==> src/hw/rtl/packet_image_loader_macros.svh <==
// ---------------------------------------------------------------------------
// packet_image_loader assertion macros
// Shared concurrent assertion forms, clocked on clk_i, disabled in reset.
// ---------------------------------------------------------------------------
`ifndef PACKET_IMAGE_LOADER_MACROS_SVH
`define PACKET_IMAGE_LOADER_MACROS_SVH

// cond must hold at every edge out of reset
`define PIL_ASSERT(name, cond, msg) \
  name: assert property (@(posedge clk_i) disable iff (!rst_ni) (cond)) else $error(msg);

// same-cycle implication
`define PIL_ASSERT_IMPL(name, ante, cons, msg) \
  name: assert property (@(posedge clk_i) disable iff (!rst_ni) \
    (ante) |-> (cons)) else $error(msg);

// next-cycle implication
`define PIL_ASSERT_NEXT(name, ante, cons, msg) \
  name: assert property (@(posedge clk_i) disable iff (!rst_ni) \
    (ante) |=> (cons)) else $error(msg);

`endif

==> src/hw/rtl/pil_pkg.sv <==
// ---------------------------------------------------------------------------
// pil_pkg
// Types and constants shared by the packet image loader modules.
// ---------------------------------------------------------------------------
`timescale 1ns / 1ps
`default_nettype none

package pil_pkg;

  localparam int unsigned PIL_ADDR_WIDTH = 32;
  localparam int unsigned HDR_BYTES      = 16;
  localparam int unsigned CFG_IDX_W      = 2;

  // register indexes
  localparam logic [CFG_IDX_W-1:0] REG_LOAD_BASE   = 2'd0;
  localparam logic [CFG_IDX_W-1:0] REG_SERVER_PORT = 2'd1;
  localparam logic [CFG_IDX_W-1:0] REG_IMAGE_MAGIC = 2'd2;

  // reset values
  localparam logic [31:0] LOAD_BASE_RST   = 32'h0010_0000;
  localparam logic [15:0] SERVER_PORT_RST = 16'd1235;
  localparam logic [31:0] IMAGE_MAGIC_RST = 32'hDEAD_BEEF;

  typedef struct packed {
    logic [31:0] load_base;
    logic [15:0] server_port;
    logic [31:0] image_magic;
  } cfg_t;

  typedef struct packed {
    logic [15:0] source_port;
    logic        end_of_packet;
    logic [7:0]  payload_byte;
  } in_item_t;

  typedef struct packed {
    logic checksum_error;
    logic load_done;
    logic send_ack;
  } pil_flags_t;

endpackage

`default_nettype wire

==> src/hw/rtl/packet_image_loader.sv <==
// ---------------------------------------------------------------------------
// packet_image_loader
// Boot image loader fed with UDP payload bytes; emits memory writes,
// ACK requests and the final load verdict.
// ---------------------------------------------------------------------------
//  channel  | dir | handshake               | payload
//  s_axis   | in  | s_axis_tvalid/tready    | tdata payload_byte, tuser source_port,
//           |     |                         | tlast end_of_packet
//  m_axis   | out | m_axis_tvalid/tready    | tdata result item (see port comment)
//  cfg      | in  | cfg_valid_i/cfg_ready_o | cfg_index_i register, cfg_data_i value
//
// One item per cycle while m_axis_tready stays high; each result passes through
// the input register, then the result register. pil_core updates its state once
// per accepted item, which sets that rate.
// Reset clears all loader state and loads the default registers; no sweep.
// With m_axis_tready low the result holds and one more item is still taken
// into the input register before s_axis_tready drops.
`timescale 1ns / 1ps
`default_nettype none

module packet_image_loader import pil_pkg::*; #(
  parameter int unsigned ADDR_WIDTH = PIL_ADDR_WIDTH
) (
  input  wire logic                         clk_i,
  input  wire logic                         rst_ni,
  input  wire logic                         s_axis_tvalid,
  output logic                              s_axis_tready,
  input  wire logic [7:0]                   s_axis_tdata,  // payload_byte
  input  wire logic [15:0]                  s_axis_tuser,  // source_port
  input  wire logic                         s_axis_tlast,  // end_of_packet
  output logic                              m_axis_tvalid,
  input  wire logic                         m_axis_tready,
  // mem_write, mem_address, mem_data, send_ack, load_done, checksum_error,
  // start_address, zero fill
  output logic [((ADDR_WIDTH+44+7)/8)*8-1:0] m_axis_tdata,
  input  wire logic                         cfg_valid_i,
  output logic                              cfg_ready_o,
  input  wire logic [CFG_IDX_W-1:0]         cfg_index_i,
  input  wire logic [31:0]                  cfg_data_i
);

  localparam int unsigned RES_W = ADDR_WIDTH + 44;
  localparam int unsigned OUT_W = ((ADDR_WIDTH + 44 + 7) / 8) * 8;

  cfg_t                  cfg;
  in_item_t              in_item, core_item;
  logic                  item_valid;
  logic                  res_ready;
  logic                  fire;
  logic                  mem_write;
  logic [ADDR_WIDTH-1:0] mem_address;
  logic [7:0]            mem_data;
  pil_flags_t            flags;
  logic [31:0]           start_address;
  logic [OUT_W-1:0]      res_bits;

  pil_cfg u_cfg (
    .clk_i       (clk_i),
    .rst_ni      (rst_ni),
    .cfg_valid_i (cfg_valid_i),
    .cfg_ready_o (cfg_ready_o),
    .cfg_index_i (cfg_index_i),
    .cfg_data_i  (cfg_data_i),
    .cfg_o       (cfg)
  );

  assign in_item.source_port   = s_axis_tuser;
  assign in_item.end_of_packet = s_axis_tlast;
  assign in_item.payload_byte  = s_axis_tdata;

  pil_stage #(.W($bits(in_item_t))) u_in_stage (
    .clk_i   (clk_i),
    .rst_ni  (rst_ni),
    .valid_i (s_axis_tvalid),
    .ready_o (s_axis_tready),
    .data_i  (in_item),
    .valid_o (item_valid),
    .ready_i (res_ready),
    .data_o  (core_item)
  );

  assign fire = item_valid && res_ready;

  pil_core #(.ADDR_WIDTH(ADDR_WIDTH)) u_core (
    .clk_i           (clk_i),
    .rst_ni          (rst_ni),
    .fire_i          (fire),
    .item_i          (core_item),
    .cfg_i           (cfg),
    .mem_write_o     (mem_write),
    .mem_address_o   (mem_address),
    .mem_data_o      (mem_data),
    .flags_o         (flags),
    .start_address_o (start_address)
  );

  assign res_bits = OUT_W'(RES_W'({start_address, flags.checksum_error, flags.load_done,
                                   flags.send_ack, mem_data, mem_address, mem_write}));

  pil_stage #(.W(OUT_W)) u_out_stage (
    .clk_i   (clk_i),
    .rst_ni  (rst_ni),
    .valid_i (item_valid),
    .ready_o (res_ready),
    .data_i  (res_bits),
    .valid_o (m_axis_tvalid),
    .ready_i (m_axis_tready),
    .data_o  (m_axis_tdata)
  );

endmodule

`default_nettype wire

==> src/hw/rtl/pil_cfg.sv <==
// ---------------------------------------------------------------------------
// pil_cfg
// Configuration register file; writes accepted every cycle.
// ---------------------------------------------------------------------------
`timescale 1ns / 1ps
`default_nettype none

module pil_cfg import pil_pkg::*; (
  input  wire logic                 clk_i,
  input  wire logic                 rst_ni,
  input  wire logic                 cfg_valid_i,
  output logic                      cfg_ready_o,
  input  wire logic [CFG_IDX_W-1:0] cfg_index_i,
  input  wire logic [31:0]          cfg_data_i,
  output cfg_t                      cfg_o
);

  cfg_t cfg_q, cfg_d;

  assign cfg_ready_o = 1'b1;

  always_comb begin
    cfg_d = cfg_q;
    if (cfg_valid_i) begin
      unique case (cfg_index_i)
        REG_LOAD_BASE:   cfg_d.load_base   = cfg_data_i;
        REG_SERVER_PORT: cfg_d.server_port = cfg_data_i[15:0];
        REG_IMAGE_MAGIC: cfg_d.image_magic = cfg_data_i;
        default: ;  // unmapped index: dropped
      endcase
    end
  end

  always_ff @(posedge clk_i or negedge rst_ni) begin
    if (!rst_ni) begin
      cfg_q.load_base   <= LOAD_BASE_RST;
      cfg_q.server_port <= SERVER_PORT_RST;
      cfg_q.image_magic <= IMAGE_MAGIC_RST;
    end else begin
      cfg_q <= cfg_d;
    end
  end

  assign cfg_o = cfg_q;

endmodule

`default_nettype wire

==> src/hw/rtl/pil_stage.sv <==
// ---------------------------------------------------------------------------
// pil_stage
// One register slice with valid/ready; takes a new item while draining.
// ---------------------------------------------------------------------------
`timescale 1ns / 1ps
`default_nettype none

module pil_stage #(
  parameter int unsigned W = 8
) (
  input  wire logic         clk_i,
  input  wire logic         rst_ni,
  input  wire logic         valid_i,
  output logic              ready_o,
  input  wire logic [W-1:0] data_i,
  output logic              valid_o,
  input  wire logic         ready_i,
  output logic [W-1:0]      data_o
);

  logic         valid_q;
  logic [W-1:0] data_q;

  assign ready_o = !valid_q || ready_i;

  always_ff @(posedge clk_i or negedge rst_ni) begin
    if (!rst_ni) begin
      valid_q <= 1'b0;
    end else if (ready_o) begin
      valid_q <= valid_i;
    end
  end

  always_ff @(posedge clk_i) begin
    if (ready_o && valid_i) begin
      data_q <= data_i;
    end
  end

  assign valid_o = valid_q;
  assign data_o  = data_q;

endmodule

`default_nettype wire

==> src/hw/rtl/pil_core.sv <==
// ---------------------------------------------------------------------------
// pil_core
// Loader state: header capture, image write address, running sum, verdict.
// ---------------------------------------------------------------------------
`timescale 1ns / 1ps
`default_nettype none

`include "packet_image_loader_macros.svh"

module pil_core import pil_pkg::*; #(
  parameter int unsigned ADDR_WIDTH = PIL_ADDR_WIDTH
) (
  input  wire logic                  clk_i,
  input  wire logic                  rst_ni,
  input  wire logic                  fire_i,
  input  wire in_item_t              item_i,
  input  wire cfg_t                  cfg_i,
  output logic                       mem_write_o,
  output logic [ADDR_WIDTH-1:0]      mem_address_o,
  output logic [7:0]                 mem_data_o,
  output pil_flags_t                 flags_o,
  output logic [31:0]                start_address_o
);

  localparam logic [1:0] PH_SEARCH = 2'd0;
  localparam logic [1:0] PH_DATA   = 2'd1;
  localparam logic [1:0] PH_DONE   = 2'd2;

  localparam logic [4:0] HDR_FULL = 5'(HDR_BYTES);

  logic [1:0]  phase_q, phase_d;
  logic [4:0]  header_index_q, header_index_d;
  logic [31:0] header_magic_q, header_magic_d;
  logic [31:0] image_size_q, image_size_d;
  logic [31:0] entry_word_q, entry_word_d;
  logic [31:0] expected_sum_q, expected_sum_d;
  logic [31:0] data_offset_q, data_offset_d;
  logic [31:0] running_sum_q, running_sum_d;
  logic        port_match;

  function automatic logic [31:0] put_byte(logic [31:0] word, logic [1:0] lane,
                                           logic [7:0] b);
    logic [31:0] r;
    r = word;
    r[lane*8 +: 8] = b;
    return r;
  endfunction

  assign port_match = item_i.source_port == cfg_i.server_port;

  always_comb begin
    phase_d        = phase_q;
    header_index_d = header_index_q;
    header_magic_d = header_magic_q;
    image_size_d   = image_size_q;
    entry_word_d   = entry_word_q;
    expected_sum_d = expected_sum_q;
    data_offset_d  = data_offset_q;
    running_sum_d  = running_sum_q;

    mem_write_o     = 1'b0;
    mem_address_o   = '0;
    mem_data_o      = '0;
    flags_o         = '0;
    start_address_o = '0;

    unique case (phase_q)
      PH_SEARCH: begin
        if (port_match) begin
          if (!header_index_q[4]) begin
            mem_write_o   = 1'b1;
            mem_address_o = ADDR_WIDTH'(cfg_i.load_base) + ADDR_WIDTH'(header_index_q);
            mem_data_o    = item_i.payload_byte;
            unique case (header_index_q[3:2])
              2'd0: header_magic_d = put_byte(header_magic_q, header_index_q[1:0],
                                              item_i.payload_byte);
              2'd1: image_size_d   = put_byte(image_size_q, header_index_q[1:0],
                                              item_i.payload_byte);
              2'd2: entry_word_d   = put_byte(entry_word_q, header_index_q[1:0],
                                              item_i.payload_byte);
              default: expected_sum_d = put_byte(expected_sum_q, header_index_q[1:0],
                                                 item_i.payload_byte);
            endcase
            header_index_d = header_index_q + 5'd1;
          end
          if (item_i.end_of_packet) begin
            if (header_index_d == HDR_FULL && header_magic_d == cfg_i.image_magic) begin
              flags_o.send_ack = 1'b1;
              phase_d          = PH_DATA;
              data_offset_d    = '0;
              running_sum_d    = '0;
            end else begin
              // short header or bad magic: search again
              phase_d        = PH_SEARCH;
              header_index_d = '0;
              header_magic_d = '0;
              image_size_d   = '0;
              entry_word_d   = '0;
              expected_sum_d = '0;
              data_offset_d  = '0;
              running_sum_d  = '0;
            end
          end
        end
      end
      PH_DATA: begin
        if (port_match) begin
          mem_write_o   = 1'b1;
          mem_address_o = ADDR_WIDTH'(cfg_i.load_base) + ADDR_WIDTH'(HDR_BYTES)
                        + ADDR_WIDTH'(data_offset_q);
          mem_data_o    = item_i.payload_byte;
          if (data_offset_q < image_size_q) begin
            running_sum_d = running_sum_q + 32'(item_i.payload_byte);
          end
          if (data_offset_q != '1) begin
            data_offset_d = data_offset_q + 32'd1;  // saturates at all ones
          end
          if (item_i.end_of_packet) begin
            flags_o.send_ack = 1'b1;
            if (data_offset_d >= image_size_q) begin
              if (running_sum_d == expected_sum_q) begin
                flags_o.load_done = 1'b1;
                start_address_o   = entry_word_q;
                phase_d           = PH_DONE;
              end else begin
                flags_o.checksum_error = 1'b1;
                phase_d        = PH_SEARCH;
                header_index_d = '0;
                header_magic_d = '0;
                image_size_d   = '0;
                entry_word_d   = '0;
                expected_sum_d = '0;
                data_offset_d  = '0;
                running_sum_d  = '0;
              end
            end
          end
        end
      end
      default: ;  // done: everything ignored until reset
    endcase
  end

  always_ff @(posedge clk_i or negedge rst_ni) begin
    if (!rst_ni) begin
      phase_q        <= PH_SEARCH;
      header_index_q <= '0;
      header_magic_q <= '0;
      image_size_q   <= '0;
      entry_word_q   <= '0;
      expected_sum_q <= '0;
      data_offset_q  <= '0;
      running_sum_q  <= '0;
    end else if (fire_i) begin
      phase_q        <= phase_d;
      header_index_q <= header_index_d;
      header_magic_q <= header_magic_d;
      image_size_q   <= image_size_d;
      entry_word_q   <= entry_word_d;
      expected_sum_q <= expected_sum_d;
      data_offset_q  <= data_offset_d;
      running_sum_q  <= running_sum_d;
    end
  end

  `PIL_ASSERT(a_hdr_idx_range, header_index_q <= HDR_FULL, "header index past header")
  `PIL_ASSERT_IMPL(a_data_hdr_full, phase_q == PH_DATA, header_index_q == HDR_FULL,
                   "data phase without full header")
  `PIL_ASSERT_IMPL(a_verdict_excl, fire_i,
                   !(flags_o.load_done && flags_o.checksum_error), "done and error together")
  `PIL_ASSERT_NEXT(a_done_sticky, phase_q == PH_DONE || (fire_i && flags_o.load_done),
                   phase_q == PH_DONE, "left done phase")

endmodule

`default_nettype wire
==> config.mk <==
export PLATFORM = sky130hd
export DESIGN_NAME = packet_image_loader
export DESIGN_NICKNAME = d
export VERILOG_FILES = /design/src/hw/rtl/pil_pkg.sv /design/src/hw/rtl/packet_image_loader.sv /design/src/hw/rtl/pil_cfg.sv /design/src/hw/rtl/pil_stage.sv /design/src/hw/rtl/pil_core.sv
export VERILOG_INCLUDE_DIRS = /design/src /design/src/hw/rtl
export SDC_FILE = /design/constraint.sdc
export NUM_CORES = 1
export LEC_CHECK = 0
export BUFFER_PORTS_ARGS = -buffer_cell sky130_fd_sc_hd__buf_4
export CAP_MARGIN = 25
export CORE_UTILIZATION = 56
export DETAILED_ROUTE_END_ITERATION = 6
export PLACE_DENSITY = 0.8
export SKIP_CTS_REPAIR_TIMING = 1
export SYNTH_ARGS = -nofsm -noshare
export SYNTH_HDL_FRONTEND = slang
export SYNTH_HIERARCHICAL = 1
export SYNTH_SLANG_ARGS = --single-unit
==> constraint.sdc <==
create_clock -name clk_i -period 5.6 [get_ports clk_i]
set_clock_uncertainty 0.15 [all_clocks]
set_input_delay 0.28 -clock clk_i [delete_from_list [all_inputs] [get_ports clk_i]]
set_output_delay 0.28 -clock clk_i [all_outputs]
set_load 0.01 [all_outputs]
==> metrics.md, run 1 <==
| Metric | Value |
|---|---|
| Status | `complete, no violations` |
| Fin crit period | `5435 ps` |
| Layout Nets | `2670` |
| Most frequent cell after synthesis | `dfrtp_1` |
| Initial antenna violation count | `1` |
| CTS tree | `yes` |
| Post-Route WL | `76060 µm` |
| Final setup margin | `165.3 ps` |
| TritonRoute pass-1 iters | `6` |
| Type of element capturing the critical path | `flip-flop` |
| Pleak | `0.01190 µW` |
| Commonest cells in the netlist | `dfrtp_1, nand2_1, ha_1, o2bb2ai_1, edfxtp_1` |
| #FFs+latches synth | `386` |
| Vias/cell | `6.506` |
| Die area | `42220 µm²` |
| Rel. slew slack | `0.2860` |
| Root buf cell | `clkbuf_16` |
| EDFF count, synth | `105` |
| Share of the yosys chip area belonging to registers | `0.4410` |
| Synth-to-layout area growth | `19.20%` |
| Worst R2R Path Depth | `14` |
| DRC | `0` |
| H-tree levels | `2` |
| Global-route wire length before repair | `112100 µm` |
| Worst Setup Path Type | `flip-flop to flip-flop` |
| Post-DRT Antenna Nets | `0` |
| Total gr overflow | `0` |
| Slew @ Worst Pin | `1069 ps` |
| Ys Warns | `6` |
| Post-synthesis async set-or-reset flop share | `0.7280` |
| Peak VDD IR | `0.3081 mV` |
| Yosys top cell area share | `0.2698` |
| CP Max Fanout | `33` |
| Mapped cell area | `23180 µm²` |
| Synth Flop Type | `dfrtp_1` |
| Min-delay worst type | `input port to async pin` |
| Initial Util | `0.5678` |
| Die height | `205.5 µm` |
| Maximum buffer depth of the clock tree | `3` |
| Max-cap violations | `0` |
| RR Endpoint | `u_core/entry_word_q[26]$_DFFE_PN0P_` |
| Worst skew pair latency | `580 ps` |
| DR iter-0 viols | `2197` |
| Final Hold Violating Endpoints | `0` |
| Final setup viols | `0` |
| Synth area leaders | `dfrtp_1, edfxtp_1, ha_1` |
| Clock net sink count | `386` |
| RR Startpoint | `u_core/header_index_q[1]$_DFFE_PN0P_` |
| Cell variety after synth | `93` |
| RePlAce Congestion | `0.9796` |
| Wire per inst | `25.10 µm` |
| Clk pin slew, worst setup/hold paths | `60 ps` |
| Achievable frequency | `0.1840 GHz` |
| TritonCTS Buffers | `43` |
| Filler cell count | `2932` |
| Final worst path period share | `0.9705` |
| Avg Synthesized Cell Area | `10.55 µm²` |
| Largest net degree at the start of global routing | `110` |
| Number of I/O pins | `147` |
| Place WS | `183.8 ps` |
| Critical Path RT | `5930 ps` |
| IO Port Bufs | `145` |
| Vias | `19712` |
| Synth area leader | `dfrtp_1` |
| Post-DP HPWL | `53580 µm` |
| RSZ-0062 raised after global routing | `false` |
| Startpoint Class | `flip-flop` |
| Gate Count Post-Synth | `2198` |
| GRT Total Usage | `0.3519` |
| Die X | `205.5 µm` |
| Crit path DAT | `5760 ps` |
| Pwr dens | `259.1 nW/µm²` |
| Setup TNS | `0 ps` |
| Total core area | `40830 µm²` |
| Row cnt | `74` |
| Vias in the first global route | `18929` |
| Slew Limit Fails | `0` |
| Flop-to-flop setup slack | `170 ps` |
| Layout cell share with drive strength beyond 1 | `0.2043` |
[through the flow]
stage               instance area, µm²    util  power [µW]  std cells  hold slack, ps
floorplan                        23200       -        3722       2201          -165.6
global placement                 25410  0.6223        4035       2884           262.8
detailed placement               25440  0.6231        4075       2886           272.3
CTS                              26970  0.6605        7097       2966          -337.3
global route                     27630  0.6767        7344       3028           270.5
finish                           27630  0.6768        7159       3030           225.6
[kinds of logic (layout without fill, tap and decap cells)]
| logic type | count (synthesis) | count (layout) | share of synthesized area |
|---|---|---|---|
| mux | 118 | 118 | 0.05543 |
| flops | 386 | 386 | 0.4410 |
| xor+xnor | 189 | 189 | 0.07200 |
| other cells | 2 | 7 | 0.0003239 |
| buf+inv | 203 | 498 | 0.03632 |
| fa+ha+maj | 145 | 145 | 0.07923 |
| simple gates | 660 | 660 | 0.1584 |
| compound gates | 495 | 495 | 0.1573 |
[cell usage in the layout (no fill, tap or decap), types with 11 or more instances in the layout]
cell           synthesis  final
xor2_1               102    102
dfrtp_1              250    250
nor2b_1               13     13
o21a_1                11     11
mux2_2                81     81
o31ai_1               12     11
buf_4                  7    249
a31oi_1               26     26
clkbuf_8               0     14
edfxtp_1             105    105
nand3_1               69     69
nor3b_1               11     11
nor3_1                46     45
nand4_1               35     35
a21o_1                28     28
nand4bb_1             13     13
and4_1                11     11
clkbuf_16              0     45
and2_1                53     53
o22ai_1               27     27
ha_1                 142    142
inv_1                 99     98
mux2i_1               35     35
dlygate4sd3_1          0     61
o21ai_1               16     16
and3_1                24     24
xnor2_1               86     86
o2bb2ai_1            115    115
nand2b_1              22     22
nand4_2               11     11
dfstp_2               31     31
nor2_1                79     77
o21ai_0               71     71
a21oi_1               79     79
nand2_1              182    181
a22o_1                16     16
nor4_1                34     34
[final cells by class]
| cell class | instances | area, µm² | share of cell area |
|---|---|---|---|
| Antenna cell | 2 | 5.005 | 0.0001811 |
| Clock buffer | 68 | 1353 | 0.04895 |
| Clock inverter | 12 | 175.2 | 0.006339 |
| Inverter | 100 | 377.9 | 0.01367 |
| Multi-Input combinational cell | 1612 | 12180 | 0.4409 |
| Sequential cell | 386 | 10220 | 0.3700 |
| Tap cell | 532 | 665.6 | 0.02409 |
| Timing Repair Buffer | 318 | 2650 | 0.09590 |
[flip-flops by register name, indices dropped and copies added (netlist names), 25 cells and up]
name	flops
u_cfg/cfg_o	80
u_core/data_offset_q	32
u_core/entry_word_q	32
u_core/expected_sum_q	32
u_core/header_magic_q	32
u_core/image_size_q	32
u_core/running_sum_q	32
u_in_stage/data_o	25
u_out_stage/data_o	80
[routing by layer]
metal,GRT usage,wire length [µm],vias up
met5,0,17,-
met4,0.1698,3817,2
met3,0.06684,6913,257
met2,0.5572,35340,1095
met1,0.4639,29970,9677
li1,-,-,8681
[power by group]
part	switching [µW]	internal, µW
registers	198	3100
clock network	1220	1840
logic	419	387
[critical path, stage by stage (launching register included)]
cell and delay (ps):
dfrtp_1 540, inv_1 170, ha_1 1030, nand4bb_1 250, buf_4 200, mux2i_1 210
xor2_1 200, nor4_1 320, nand4_1 160, nor4_2 560, o22a_1 280, and3_1 370
buf_12 230, nand3_1 290, o2bb2ai_1 350
[how the worst max path moves through the flow]
stage / slack, ps / cells after the start / startpoint / end
after floorplan: 110 / 25 / u_core/data_offset_q[3]$_DFFE_PN0P_ / u_core/running_sum_q[10]$_DFFE_PN0P_
after global placement: 320 / 21 / u_core/data_offset_q[6]$_DFFE_PN0P_ / u_core/running_sum_q[11]$_DFFE_PN0P_
after detailed placement: 180 / 21 / u_core/data_offset_q[6]$_DFFE_PN0P_ / u_core/data_offset_q[17]$_DFFE_PN0P_
after CTS: 130 / 19 / u_core/data_offset_q[6]$_DFFE_PN0P_ / u_core/running_sum_q[21]$_DFFE_PN0P_
after global routing: 5 / 20 / u_core/data_offset_q[6]$_DFFE_PN0P_ / u_core/entry_word_q[5]$_DFFE_PN0P_
final: 170 / 14 / u_core/header_index_q[1]$_DFFE_PN0P_ / u_core/entry_word_q[26]$_DFFE_PN0P_
Note: power is estimated with default switching activity, not from simulation.
==> run 2, diff against run 1 <==
--- a/config.mk
+++ b/config.mk
@@ -8,9 +8,9 @@
 export LEC_CHECK = 0
 export BUFFER_PORTS_ARGS = -buffer_cell sky130_fd_sc_hd__buf_4
 export CAP_MARGIN = 25
-export CORE_UTILIZATION = 56
+export CORE_UTILIZATION = 62
 export DETAILED_ROUTE_END_ITERATION = 6
-export PLACE_DENSITY = 0.8
+export PLACE_DENSITY = 0.84
 export SKIP_CTS_REPAIR_TIMING = 1
 export SYNTH_ARGS = -nofsm -noshare
 export SYNTH_HDL_FRONTEND = slang
==> constraint.sdc (replaced) <==
create_clock -name clk_i -period 5.55 [get_ports clk_i]
set_clock_uncertainty 0.15 [all_clocks]
set_input_delay 0.2775 -clock clk_i [delete_from_list [all_inputs] [get_ports clk_i]]
set_output_delay 0.2775 -clock clk_i [all_outputs]
set_load 0.01 [all_outputs]
==> run 2 against run 1 <==
Against the previous run:
- sequential share of layout area is 0.13 points higher
- via count is 2.5% higher
- die area is 9.6% lower
- power is 0.14% higher
- maximum frequency is 0.35% lower
- worst hold slack worse by 140 ps
- non-clock buffer count is 4 higher
- register-to-register slack worse by 70 ps
- worst setup slack worse by 69 ps
- critical path depth is 7 higher
- global-route usage is 3.0 points higher
- critical endpoint is now u_core/running_sum_q[9]$_DFFE_PN0P_
- largest power group unchanged
==> metrics.md, run 2 (synthesis gave the netlist of run 1 again) <==
| Metric | Value |
|---|---|
| Die area | `38170 µm² (-9.6%)` |
| Number of I/O pins | `147 (unchanged)` |
| Flop-to-flop setup slack | `100 ps (-70 ps)` |
| Slew @ Worst Pin | `968.7 ps (-99.94 ps)` |
| Pwr dens | `260.3 nW/µm² (+0.49%)` |
| Layout cell share with drive strength beyond 1 | `0.2105 (+0.006157)` |
| Post-DRT Antenna Nets | `0 (unchanged)` |
| Clk pin slew, worst setup/hold paths | `70 ps (about the same)` |
| Synth-to-layout area growth | `18.78%` |
| Final worst path period share | `0.9827 (+0.01221)` |
| RR Startpoint | `u_core/data_offset_q[6]$_DFFE_PN0P_` |
| Hold WS | `85.22 ps (-140.3 ps)` |
| Post-DP HPWL | `52150 µm (-2.7%)` |
| Initial Util | `0.6317 (+0.06396)` |
| Register Area | `10220 µm² (about the same)` |
| Status | `complete, no violations` |
| Final setup margin | `96.07 ps (-69.25 ps)` |
| Rel. slew slack | `0.3542 (+0.06817)` |
| Startpoint Class | `flip-flop` |
| Pleak | `0.01187 µW (-0.26%)` |
| DR iter-0 viols | `2608 (+19%)` |
| GRT Total Usage | `0.3820 (+0.03015)` |
| TritonCTS Buffers | `43 (unchanged)` |
| Filler cell count | `2382 (-19%)` |
| RePlAce Congestion | `1.036 (+5.8%)` |
| Worst Setup Path Type | `flip-flop to flip-flop` |
| Achievable frequency | `0.1834 GHz (-0.35%)` |
| Final Hold Violating Endpoints | `0 (unchanged)` |
| Row cnt | `70 (-5.4%)` |
| Worst R2R Path Depth | `21 (+7)` |
| Commonest non-fill, non-tap cells in the layout | `buf_4, dfrtp_1, nand2_1, ha_1, o2bb2ai_1` |
| Multi-input combinational cell area | `12220 µm² (+0.32%)` |
| Vias | `20198 (+2.5%)` |
| Diode count | `0 (-2)` |
| Worst skew pair latency | `590 ps (about the same)` |
| Layout Nets | `2674 (+0.15%)` |
| CTS tree | `yes` |
| Critical Path RT | `5880 ps (-50 ps)` |
| Total core area | `36700 µm² (-10%)` |
| H-tree levels | `2 (unchanged)` |
| Clock net sink count | `386 (unchanged)` |
| Min-delay worst type | `input port to async pin` |
| Die height | `195.4 µm (-4.9%)` |
| Initial antenna violation count | `0 (-1)` |
| Vias/cell | `6.808 (+4.6%)` |
| Commonest non-fill, non-tap cell in the layout | `buf_4` |
| Slew Limit Fails | `0 (unchanged)` |
| Fin crit period | `5454 ps (+19.25 ps)` |
| CP Max Fanout | `8 (-76%)` |
| Type of element capturing the critical path | `flip-flop` |
| Maximum buffer depth of the clock tree | `3 (unchanged)` |
| Max-cap violations | `0 (unchanged)` |
| Setup TNS | `0 ps (unchanged)` |
| Post-Route WL | `77960 µm (+2.5%)` |
| Crit path DAT | `5780 ps (+20 ps)` |
| DRC | `0 (unchanged)` |
| Largest net degree at the start of global routing | `146 (+33%)` |
| Die X | `195.4 µm (-4.9%)` |
| RR Endpoint | `u_core/running_sum_q[9]$_DFFE_PN0P_` |
| Wire per inst | `26.28 µm (+4.7%)` |
| TritonRoute pass-1 iters | `7 (+1)` |
| Peak VDD IR | `0.3598 mV (+17%)` |
| Place WS | `21.80 ps (-162.0 ps)` |
| Root buf cell | `clkbuf_16` |
| Global-route wire length before repair | `111200 µm (-0.78%)` |
| Vias in the first global route | `19196 (+1.4%)` |
| Total gr overflow | `0 (unchanged)` |
| Final setup viols | `0 (unchanged)` |
| IO Port Bufs | `145 (unchanged)` |
run 2: power by group:
part           switching, µW  internal [µW]
clock                   1270           1730
combinational            443            390
sequential               211           3120
run 2: worst max path at each step:
stage	start	to	slack (ps)	depth (start not counted)
after floorplan	u_core/data_offset_q[3]$_DFFE_PN0P_	u_core/running_sum_q[10]$_DFFE_PN0P_	60	25
after global routing	u_core/data_offset_q[6]$_DFFE_PN0P_	u_core/entry_word_q[21]$_DFFE_PN0P_	-60	20
final	u_core/data_offset_q[6]$_DFFE_PN0P_	u_core/running_sum_q[9]$_DFFE_PN0P_	100	21
after global placement	u_core/data_offset_q[6]$_DFFE_PN0P_	u_core/entry_word_q[6]$_DFFE_PN0P_	190	19
after CTS	u_core/data_offset_q[6]$_DFFE_PN0P_	u_core/running_sum_q[9]$_DFFE_PN0P_	-50	21
after detailed placement	u_core/data_offset_q[6]$_DFFE_PN0P_	u_core/running_sum_q[9]$_DFFE_PN0P_	20	21
run 2: final cells by class:
cell class                      instances  area share
Clock buffer                           63     0.04734
Clock inverter                         16    0.006043
Inverter                              100     0.01377
Multi-Input combinational cell       1612      0.4439
Sequential cell                       386      0.3713
Tap cell                              468     0.02126
Timing Repair Buffer                  322     0.09642
run 2: worst max-delay path: stages (launching register included):
cell        delay [ps]
dfrtp_1            380
and4_4             250
nand4_1            190
or4_4              570
or3b_2             520
nand2b_1           110
nor2_1             140
nand2_2            160
xnor2_1            140
ha_1               270
a21o_1             170
a21o_1             170
a21oi_1            140
o21ai_0            100
a31o_2             280
a211o_1            260
o31ai_2            230
nand2_1            160
clkinvlp_4         320
o21ai_2            140
buf_4              230
o31ai_1            270
run 2: per-layer routing:
metal,up-vias,part of all wire,track usage
met5,-,0,0
met4,0,0.055,0.1595
met3,317,0.11,0.08981
met2,1344,0.47,0.6153
met1,9849,0.37,0.4967
li1,8688,-,-
run 2: per-stage QoR:
stage / cells / power (µW) / utilization / area [µm²]
after global placement: 2821 / 4063 / 0.6901 / 25320
after detailed placement: 2823 / 4111 / 0.6912 / 25370
after global routing: 2967 / 7346 / 0.7504 / 27540
after CTS: 2902 / 7050 / 0.7313 / 26840
final: 2967 / 7169 / 0.7504 / 27540
after floorplan: 2201 / 3755 / - / 23200
